## config.mk

```make
export PLATFORM = sky130hd
export DESIGN_NAME = unsorted_key_value_table_core
export DESIGN_NICKNAME = d
export VERILOG_FILES = /design/src/rtl/core/ukvt_pkg.sv /design/src/rtl/core/unsorted_key_value_table_core.sv
export SDC_FILE = /design/constraint.sdc
export NUM_CORES = 2
export LEC_CHECK = 0
export BUFFER_PORTS_ARGS = -buffer_cell sky130_fd_sc_hd__buf_2
export CAP_MARGIN = 20
export CORE_MARGIN = 5
export CORE_UTILIZATION = 32
export DETAILED_ROUTE_END_ITERATION = 6
export PLACE_DENSITY = 0.44
export SYNTH_ARGS = -nofsm -noshare
export SYNTH_HDL_FRONTEND = slang
export SYNTH_SLANG_ARGS = --single-unit
export TNS_END_PERCENT = 50
```

## constraint.sdc

```tcl
create_clock -name clk_i -period 6.6 [get_ports clk_i]
set_input_delay 1.32 -clock clk_i [delete_from_list [all_inputs] [get_ports clk_i]]
set_output_delay 1.32 -clock clk_i [all_outputs]
set_load 0.02 [all_outputs]
```

## src/rtl/core/ukvt_pkg.sv

```systemverilog
// shared types and constants of the unsorted key/value table
package ukvt_pkg;

  // fixed field widths of the stream items
  localparam int unsigned KEY_W    = 32;
  localparam int unsigned VALUE_W  = 32;
  localparam int unsigned MODE_W   = 2;
  localparam int unsigned STATUS_W = 3;
  localparam int unsigned SLOT_W   = 4;
  localparam int unsigned COUNT_W  = 5;
  localparam int unsigned CAP_W    = 5;

  // packed stream widths
  localparam int unsigned S_TDATA_W = KEY_W + VALUE_W;
  localparam int unsigned M_TDATA_W = 48;

  // default table depth and capacity after reset
  localparam int unsigned DEF_TABLE_DEPTH = 16;
  localparam logic [CAP_W-1:0] CAP_RESET  = 5'd16;

  // operation codes, any code with the high bit set is a find
  localparam logic [MODE_W-1:0] MODE_INSERT = 2'd0;
  localparam logic [MODE_W-1:0] MODE_REMOVE = 2'd1;
  localparam int unsigned       MODE_FIND_BIT = 1;

  typedef logic [MODE_W-1:0]    mode_t;
  typedef logic [KEY_W-1:0]     key_t;
  typedef logic [VALUE_W-1:0]   value_t;
  typedef logic [S_TDATA_W-1:0] s_tdata_t;
  typedef logic [M_TDATA_W-1:0] m_tdata_t;
  typedef logic [CAP_W-1:0]     cap_t;

  // result status codes
  typedef enum logic [STATUS_W-1:0] {
    STAT_OK    = 3'd0,
    STAT_FULL  = 3'd1,
    STAT_DUP   = 3'd2,
    STAT_EMPTY = 3'd3,
    STAT_MISS  = 3'd4
  } status_e;

  // sequencer states
  typedef enum logic [2:0] {
    S_IDLE,
    S_SEARCH,
    S_LAST_RD,
    S_MOVE,
    S_RESULT
  } state_e;

endpackage

```

## src/rtl/core/unsorted_key_value_table_core.sv

```systemverilog
// Unsorted key/value table: one shared key comparator walks the stored entries.
// From accept to result valid: a full insert or an empty remove goes straight to the result state,
// else the search walks the stored entries until a hit or the end; a remove that hits then reads
// the last entry and moves it into the freed slot; the result register is then loaded.
// Throughput: one item at a time; a held result stalls the sequencer.
// Reset: count clears, capacity returns to 16, no result pending, table memory not cleared.
module unsorted_key_value_table_core #(
  parameter int unsigned TABLE_DEPTH = ukvt_pkg::DEF_TABLE_DEPTH
) (
  input  logic                clk_i,
  input  logic                rst_ni,
  // configuration write channel
  input  logic                cfg_valid_i,
  output logic                cfg_ready_o,
  input  ukvt_pkg::cap_t      cfg_data_i,   // capacity_limit
  // input items
  input  logic                s_tvalid,
  output logic                s_tready,
  input  ukvt_pkg::s_tdata_t  s_tdata,      // key[31:0], value[63:32]
  input  ukvt_pkg::mode_t     s_tuser,      // mode[1:0]
  // result items
  output logic                m_tvalid,
  input  logic                m_tready,
  output ukvt_pkg::m_tdata_t  m_tdata,      // found_value[31:0], found_slot[35:32],
                                            // entry_count[40:36], is_full[41], is_empty[42]
  output logic [ukvt_pkg::STATUS_W-1:0] m_tuser  // status[2:0]
);
  import ukvt_pkg::*;

  localparam int unsigned AW   = (TABLE_DEPTH > 1) ? $clog2(TABLE_DEPTH) : 1;
  localparam int unsigned CW   = $clog2(TABLE_DEPTH + 1);
  localparam int unsigned CMPW = (CW > CAP_W) ? CW : CAP_W;

  // sequencer and item registers
  state_e              state_q, state_d;
  mode_t               mode_q, mode_d;
  key_t                key_q, key_d;
  value_t              value_q, value_d;
  cap_t                cap_q;
  logic [CW-1:0]       count_q, count_d;
  logic [CW-1:0]       idx_q, idx_d;
  logic                pend_q, pend_d;
  logic [AW-1:0]       pend_idx_q, pend_idx_d;
  logic [AW-1:0]       slot_q, slot_d;
  status_e             res_status_q, res_status_d;
  value_t              res_value_q, res_value_d;

  // table memory
  key_t                key_mem [TABLE_DEPTH];
  value_t              val_mem [TABLE_DEPTH];
  logic [AW-1:0]       rd_addr;
  key_t                key_rd_q;
  value_t              val_rd_q;
  logic                wr_en;
  logic [AW-1:0]       wr_addr;
  key_t                wr_key;
  value_t              wr_val;

  // output register
  logic                m_tvalid_q, m_tvalid_d;
  status_e             out_status_q;
  value_t              out_value_q;
  logic [SLOT_W-1:0]   out_slot_q;
  logic [COUNT_W-1:0]  out_count_q;
  logic                out_full_q, out_empty_q;
  logic                out_load;

  // shared decode
  logic                accept, issue, hit, search_done, out_free, full_now, empty_now;
  logic                is_find, is_insert;
  logic [CW-1:0]       last_idx;

  assign cfg_ready_o = 1'b1;
  assign s_tready    = (state_q == S_IDLE);
  assign accept      = s_tvalid && s_tready;
  assign out_free    = !m_tvalid_q || m_tready;
  assign is_find     = mode_q[MODE_FIND_BIT];
  assign is_insert   = (mode_q == MODE_INSERT);
  assign issue       = (idx_q < count_q);
  assign hit         = pend_q && (key_rd_q == key_q);
  assign search_done = !pend_q && !issue;
  assign last_idx    = count_q - CW'(1);
  assign empty_now   = (count_q == '0);
  assign full_now    = (CMPW'(count_q) >= CMPW'(cap_q)) || (count_q == CW'(TABLE_DEPTH));

  // next state
  always_comb begin
    state_d = state_q;
    unique case (state_q)
      S_IDLE: begin
        if (accept) begin
          if (s_tuser[MODE_FIND_BIT]) begin
            state_d = S_SEARCH;
          end else if (s_tuser == MODE_INSERT) begin
            state_d = full_now ? S_RESULT : S_SEARCH;
          end else begin
            state_d = empty_now ? S_RESULT : S_SEARCH;
          end
        end
      end
      S_SEARCH: begin
        if (hit) begin
          state_d = (is_find || is_insert) ? S_RESULT : S_LAST_RD;
        end else if (search_done) begin
          state_d = S_RESULT;
        end
      end
      S_LAST_RD: state_d = S_MOVE;
      S_MOVE:    state_d = S_RESULT;
      S_RESULT: begin
        if (out_free) begin
          state_d = S_IDLE;
        end
      end
      default:   state_d = S_IDLE;
    endcase
  end

  // datapath control
  always_comb begin
    mode_d       = mode_q;
    key_d        = key_q;
    value_d      = value_q;
    count_d      = count_q;
    idx_d        = idx_q;
    pend_d       = pend_q;
    pend_idx_d   = pend_idx_q;
    slot_d       = slot_q;
    res_status_d = res_status_q;
    res_value_d  = res_value_q;
    rd_addr      = idx_q[AW-1:0];
    wr_en        = 1'b0;
    wr_addr      = count_q[AW-1:0];
    wr_key       = key_q;
    wr_val       = value_q;
    out_load     = 1'b0;
    unique case (state_q)
      S_IDLE: begin
        if (accept) begin
          mode_d       = s_tuser;
          key_d        = s_tdata[KEY_W-1:0];
          value_d      = s_tdata[KEY_W +: VALUE_W];
          idx_d        = '0;
          pend_d       = 1'b0;
          slot_d       = '0;
          res_value_d  = '0;
          res_status_d = STAT_OK;
          if (!s_tuser[MODE_FIND_BIT]) begin
            if (s_tuser == MODE_INSERT && full_now) begin
              res_status_d = STAT_FULL;
            end else if (s_tuser == MODE_REMOVE && empty_now) begin
              res_status_d = STAT_EMPTY;
            end
          end
        end
      end
      // one read issued and one key compared per cycle
      S_SEARCH: begin
        pend_d     = issue;
        pend_idx_d = idx_q[AW-1:0];
        if (issue) begin
          idx_d = idx_q + CW'(1);
        end
        if (hit) begin
          slot_d = pend_idx_q;
          if (is_find) begin
            res_value_d = val_rd_q;
          end else if (is_insert) begin
            res_status_d = STAT_DUP;
          end
        end else if (search_done) begin
          if (is_insert) begin
            wr_en   = 1'b1;
            count_d = count_q + CW'(1);
          end else begin
            res_status_d = STAT_MISS;
          end
        end
      end
      S_LAST_RD: begin
        rd_addr = last_idx[AW-1:0];
      end
      // last entry fills the freed slot
      S_MOVE: begin
        wr_en   = 1'b1;
        wr_addr = slot_q;
        wr_key  = key_rd_q;
        wr_val  = val_rd_q;
        count_d = last_idx;
      end
      S_RESULT: begin
        out_load = out_free;
      end
      default: ;
    endcase
  end

  // output valid
  always_comb begin
    m_tvalid_d = m_tvalid_q;
    if (out_load) begin
      m_tvalid_d = 1'b1;
    end else if (m_tready) begin
      m_tvalid_d = 1'b0;
    end
  end

  // control registers
  always_ff @(posedge clk_i or negedge rst_ni) begin
    if (!rst_ni) begin
      state_q    <= S_IDLE;
      count_q    <= '0;
      cap_q      <= CAP_RESET;
      pend_q     <= 1'b0;
      m_tvalid_q <= 1'b0;
    end else begin
      state_q    <= state_d;
      count_q    <= count_d;
      pend_q     <= pend_d;
      m_tvalid_q <= m_tvalid_d;
      if (cfg_valid_i && cfg_ready_o) begin
        cap_q <= cfg_data_i;
      end
    end
  end

  // item and scratch registers
  always_ff @(posedge clk_i) begin
    mode_q       <= mode_d;
    key_q        <= key_d;
    value_q      <= value_d;
    idx_q        <= idx_d;
    pend_idx_q   <= pend_idx_d;
    slot_q       <= slot_d;
    res_status_q <= res_status_d;
    res_value_q  <= res_value_d;
  end

  // key and value memory, one write and one registered read per cycle
  always_ff @(posedge clk_i) begin
    if (wr_en) begin
      key_mem[wr_addr] <= wr_key;
      val_mem[wr_addr] <= wr_val;
    end
    key_rd_q <= key_mem[rd_addr];
    val_rd_q <= val_mem[rd_addr];
  end

  // result register
  always_ff @(posedge clk_i) begin
    if (out_load) begin
      out_status_q <= res_status_q;
      out_value_q  <= res_value_q;
      out_slot_q   <= (is_find && res_status_q == STAT_OK) ? SLOT_W'(slot_q) : '0;
      out_count_q  <= COUNT_W'(count_q);
      out_full_q   <= full_now;
      out_empty_q  <= empty_now;
    end
  end

  assign m_tvalid = m_tvalid_q;
  assign m_tuser  = out_status_q;
  assign m_tdata  = M_TDATA_W'({out_empty_q, out_full_q, out_count_q, out_slot_q, out_value_q});

endmodule

```

# Word level (Yosys, flattened, before mapping)
# Memories as Yosys holds them, arrays and structs flattened. A register that Yosys moved wholly into a read port is not among the register bits.
# Cells that the tools add are included.
# W data, S select, Z words.
word_totals:
  in_bits: 76
  ff_bits: 175
  ramBits: 1024
  mem_count: 2
classes:
  add_sub_neg: 3
  n_mux: 49
  n_lt_le_gt_ge: 2
  reduce_logical: 28
  eq_ne: 19
memory_table:
  columns: ["name", "depth", "word_bits", "rd", "rd_clocked_by_memory_dff", "wr", "line", "source"]
  rows:
  - ["key_mem", 16, 32, 1, 1, 1, "unsorted_key_value_table_core.sv:49", "key_t key_mem [TABLE_DEPTH];"]
  - ["val_mem", 16, 32, 1, 1, 1, "unsorted_key_value_table_core.sv:50", "value_t val_mem [TABLE_DEPTH];"]
op_table:
  columns: ["cell", "n"]
  rows:
  - ["$mux W32", 5]
  - ["$pmux W32 S2", 1]
  - ["$mux W3", 15]
  - ["$eq A32 B32 Y1", 1]
  - ["$mux W5", 5]
  - ["$pmux W5 S2", 2]
  - ["$mux W4", 4]
  - ["$pmux W3 S5", 1]
  - ["$ne A2 B2 Y1 const B", 7]
  - ["$ne A3 B3 Y1 const B", 4]
  - ["$add A5 B1 Y5 const B", 2]
  - ["$mux W1", 9]
  - ["$reduce_and A3 Y1", 3]
  - ["$pmux W4 S2", 1]
  - ["$reduce_and A4 Y1", 2]
  - ["$eq A3 B2 Y1 const B", 2]
  - ["$logic_and A1 B1 Y1", 6]
  - ["$logic_not A3 Y1", 2]
  - ["$mux W2", 3]
  - ["$pmux W3 S2", 1]
  - ["$reduce_and A6 Y1", 1]
  - ["$reduce_bool A2 Y1", 3]
  - ["$eq A5 B5 Y1 const B", 1]
  - ["$ge A5 B5 Y1", 1]
  - ["12 further kinds", 19]

# Depth between registers and ports, before layout
depth:
  depth_word: 8
  ltp_mapped: 9

# Worst setup path after synthesis
# No wires, ideal clock.
synth_path:
  path_type: "flip-flop to flip-flop"
  startpoint: "register count_q[2]"
  endpoint: "memory key_mem[4][0] (netlist name), enable pin"
  path_stages_with_launch: 9
  setup_slack_ns: 1.222
  arrival_ns: 4.871
  setup_time_ns: 0.507
  t_required_ns: 6.093
  cell_sequence: "dfrtp_1 clkbuf_1 inv_1 ha_1 a21o_1 a21o_1 clkbuf_1 nand4_1 a21oi_1"
synth_via:
  elab_chain_cells: 8
synth_lines:
  columns: ["element", "line", "source"]
  rows:
  - ["from (decl)", "unsorted_key_value_table_core.sv:40", "logic [CW-1:0] count_q, count_d;"]
  - ["from (signal assigned)", "unsorted_key_value_table_core.sv:218", "count_q <= count_d;"]
  - ["$lt A5 B5 Y1", "unsorted_key_value_table_core.sv:79", "assign issue = (idx_q < count_q);"]
  - ["$logic_not A1 Y1", "unsorted_key_value_table_core.sv:81", "assign search_done = !pend_q && !issue;"]
  - ["$logic_and A1 B1 Y1", "unsorted_key_value_table_core.sv:81", null]
  - ["$mux W1", "unsorted_key_value_table_core.sv:171", "end else if (search_done) begin"]
  - ["$mux W1", "unsorted_key_value_table_core.sv:164", "if (hit) begin"]
  - ["$pmux W1 S2", "unsorted_key_value_table_core.sv:137", "unique case (state_q)"]
  - ["$mux W1", "unsorted_key_value_table_core.sv:241", "if (wr_en) begin"]
  - ["$mux W1 (implied by the code)", "unsorted_key_value_table_core.sv:242", "key_mem[wr_addr] <= wr_key;"]
  - ["to (decl)", "unsorted_key_value_table_core.sv:49", null]
# Several ways; a longest one is shown, not always the timed one.

# Final worst setup path
layout_path:
  startpoint: "register state_q[1]"
  endpoint: "register key_rd_q[10] (read register of key_mem)"
layout_via:
  elab_chain_cells: 2
layout_lines:
  columns: ["element", "line", "source"]
  rows:
  - ["from (decl)", "unsorted_key_value_table_core.sv:35", "state_e state_q, state_d;"]
  - ["from (signal assigned)", "unsorted_key_value_table_core.sv:217", "state_q <= state_d;"]
  - ["$eq A3 B2 Y1", "unsorted_key_value_table_core.sv:137", null]
  - ["$mux W4", "unsorted_key_value_table_core.sv:137", null]
  - ["to (decl)", "unsorted_key_value_table_core.sv:52", "key_t key_rd_q;"]
# Every way passes these cells.
# A chain may end at the register's enable or synchronous reset.

==> key figures <==
Floorplan
  – Die W: approximately 400 um
  – I/O Pins: 130
  – Initial core utilization: 0.3210
  – Die H: just under 400 um
  – Die area: 155600 um2
  – Core Region: approximately 150000 um2
  – Row count: 141

Placement
  – Post-DP HPWL: 58830 um
  – Final Wtd Congestion: 0.7075
  – Placed cell count: between 4000 and 5000
  – IO Port Bufs: between 100 and 150
  – Placed cell area: slightly above 50000 um2

Routing
  – Total Wirelength: 118800 um
  – First drt pass iteration count: 5
  – Via count: about 22000
  – Initial DRC Count: ~1700
  – Routed Antenna Nets: 0
  – Post-route DRC: 0
  – Routed vias/inst: around 5
  – WL/cell: 26.79 um

Global route
  – Global-route total usage across every layer: 0.1518
  – Aggregate global routing overflow: 0
  – Initial antenna violation count: 2
  – Global-route wire length before repair: ~170000 um
  – Maximum number of pins on one net before global-route repair: 121
  – Vias in the first global route: roughly 24000

Clock network
  – Worst skew pair latency: between 0.7 and 0.8 ns
  – CTS tree: built
  – Root buf cell: clkbuf_16
  – Total CTS buffers: about 140
  – Hold buffers post-CTS: 0
  – Clock Sinks: ~1300
  – Clk pin slew, worst setup/hold paths: roughly 0.050 ns
  – H-Tree Depth: 4
  – Max clock buf depth: 3
  – PostCTS Resize Cnt: 0
  – Post-CTS setup buffer count: 0

Logic synthesis
  – Cell variety after synth: between 50 and 60
  – Compound-cell area share of the yosys netlist: 0.02855
  – Mapped Cells: about 2200
  – Post-synthesis mux area share: 0.1374
  – Seq cells post-synth: roughly 1300
  – Synthesis Warnings: 0
  – Main combinational cell family by area after synthesis: multiplexers
  – Asr flop ratio synth: 0.01188
  – Post-synth EDFFs: about 1200
  – Mapped cell area: about 47000 um2
  – Synth Area in Adders: 0.003440
  – Sequential area share after synthesis: 0.7870
  – Primary FF master, synth: edfxtp_1
  – Synth Area in XOR/XNOR: 0.006853
  – Mean Syn Cell Area: 21.75 um2
  – Simple-gate share of the synthesized area: 0.02313

Timing
  – Setup Skew: 0.02492 ns
  – Setup TNS: 0 ns
  – Measured slew at the worst slew-check pin: 1.082 ns
  – RSZ-0062 raised after global routing: no
  – F_max: 0.2459 GHz
  – Final hold vios: 0
  – WHS: around 0.41 ns
  – Final min period: approximately 4.1 ns
  – Slew Viols, Final: 0
  – Relative slew margins: 0.2750
  – Crit share post-route: 0.6160
  – Setup violators final: 0

Setup path
  – Worst Setup Path Type: register to register
  – Worst path max stage delay: between 0.9 and 1 ns
  – CP required: roughly 7.3 ns
  – CP Cell Sequence: nor3b_1, a21oi_1, nor2_4, buf_4, a22oi_1, nand2_1
  – Critical-path top delay cell: dfrtp_1
  – Critical path arrival: 4.73 ns
  – CP startpoint kind: register
  – CP max FO: 45
  – Delay-heaviest family, CP: simple AND/OR/NAND/NOR gates
  – Worst Path Buf+Inv: 1
  – Crit path capture type: register

Layout
  – # fillers: about 13000
  – Final instance area: around 55000 um2
  – Storage cell area: ~37000 um2
  – Area occupied by multi-input gates: between 9000 and 10000 um2
  – Non-filler cells, final: around 4400
  – Area Overhead vs Synth: 16.56%
  – Layout cell share with drive strength beyond 1: 0.2917
  – Final #Nets: around 2500
  – Commonest cells after routing, fill and taps aside: edfxtp_1 (1184), mux4_2 (256), clkbuf_16 (147)
  – Commonest non-fill, non-tap cell in the layout: edfxtp_1

Pwr
  – Leakage: 17.58 nW
  – PwrDens: just over 400 nW/um2
  – Maximum vdd drop: approximately 0.29 mV

Hold path
  – Hold WC Path Type: register to register

Status
  – Outcome: completed

Flow run
  – Max-cap violations: 0
## kinds of logic after synthesis
group,Yosys count
other cells,2
simple gates,220
mux,321
buf+inv,127
compound gates,191
xor+xnor,37
flops,1263
fa+ha+maj,13
## final timing paths
path                                       from              end  slack [ns]  cells after the start
worst max register to register       state_q[1]     key_rd_q[10]        2.53                      6
worst min register to register  res_value_q[11]  out_value_q[11]        0.41                      0
worst min-delay path            res_value_q[11]  out_value_q[11]        0.41                      0
max in group asynchronous                rst_ni         cap_q[4]        5.81                      1
min in group asynchronous                rst_ni         cap_q[2]        0.49                      1
worst max-delay path                 state_q[1]     key_rd_q[10]        2.53                      6
## layout make-up
| type | count | area share |
|---|---|---|
| multi-input combinational | 788 | 0.1752 |
| tap | 1930 | 0.04381 |
| clock buffer | 202 | 0.07212 |
| inverter | 13 | 0.0009308 |
| antenna | 1 | 0.00004540 |
| sequential | 1263 | 0.6752 |
| clock inverter | 59 | 0.01124 |
| timing repair buffer | 178 | 0.02152 |
## power breakdown
part	leakage, nW	switching [mW]	internal [mW]
Clock	2.24	3.16	4.57
Combinational	3.93	2.80	2.02
Sequential	11.4	0.309	9.64
## routing by layer
layer / vias to the layer above / share of wire / GRT usage
met2: 496 / 0.49 / 0.2490
met3: 152 / 0.043 / 0.02893
met4: 0 / 0.016 / 0.03586
met1: 11950 / 0.45 / 0.2108
li1: 9450 / - / -
met5: - / 0 / 0
## state kept, by name (all words and copies together), names as in the netlist
register      count
res_value_q      32
key_mem         512
out_empty_q       1
key_rd_q         32
slot_q            4
value_q          32
key_q            32
out_slot_q        4
mode_q            2
val_rd_q         32
res_status_q      3
pend_idx_q        4
pend_q            1
count_q           5
state_q           3
val_mem         512
m_tuser           3
out_full_q        1
cap_q             5
m_tvalid          1
idx_q             5
out_count_q       5
out_value_q      32
## cells in the mapped netlist (all sizes together) (14+ instances only)
cell type / instances / area (um2)
edfxtp: 1184 / 35550
mux4: 256 / 5766
a22oi: 128 / 960.9
nand2: 86 / 322.8
mux2: 65 / 732.0
dfxtp: 64 / 1281
buf: 61 / 389.1
clkbuf: 53 / 198.9
and2: 44 / 275.3
xnor2: 31 / 271.5
nor2: 30 / 115.1
a21oi: 19 / 98.85
o21ai: 18 / 90.08
dfrtp: 14 / 350.3
## metrics by stage
stage	setup slack [ns]	total power, mW	utilization
detailed placement	2.336	15.08	0.3428
CTS	2.309	22.90	0.3739
floorplan	1.222	13.51	-
global route	2.141	23.62	0.3741
global placement	2.447	15.04	0.3428
finish	2.534	22.50	0.3741
## worst reg2reg max path: stages, from the launching register on
cell     delay (ns)
dfrtp_1        0.98
nor3b_1        0.60
a21oi_1        0.28
nor2_4         0.82
buf_4          0.90
a22oi_1        0.28
nand2_1        0.13
(Power assumes the default switching activity.)
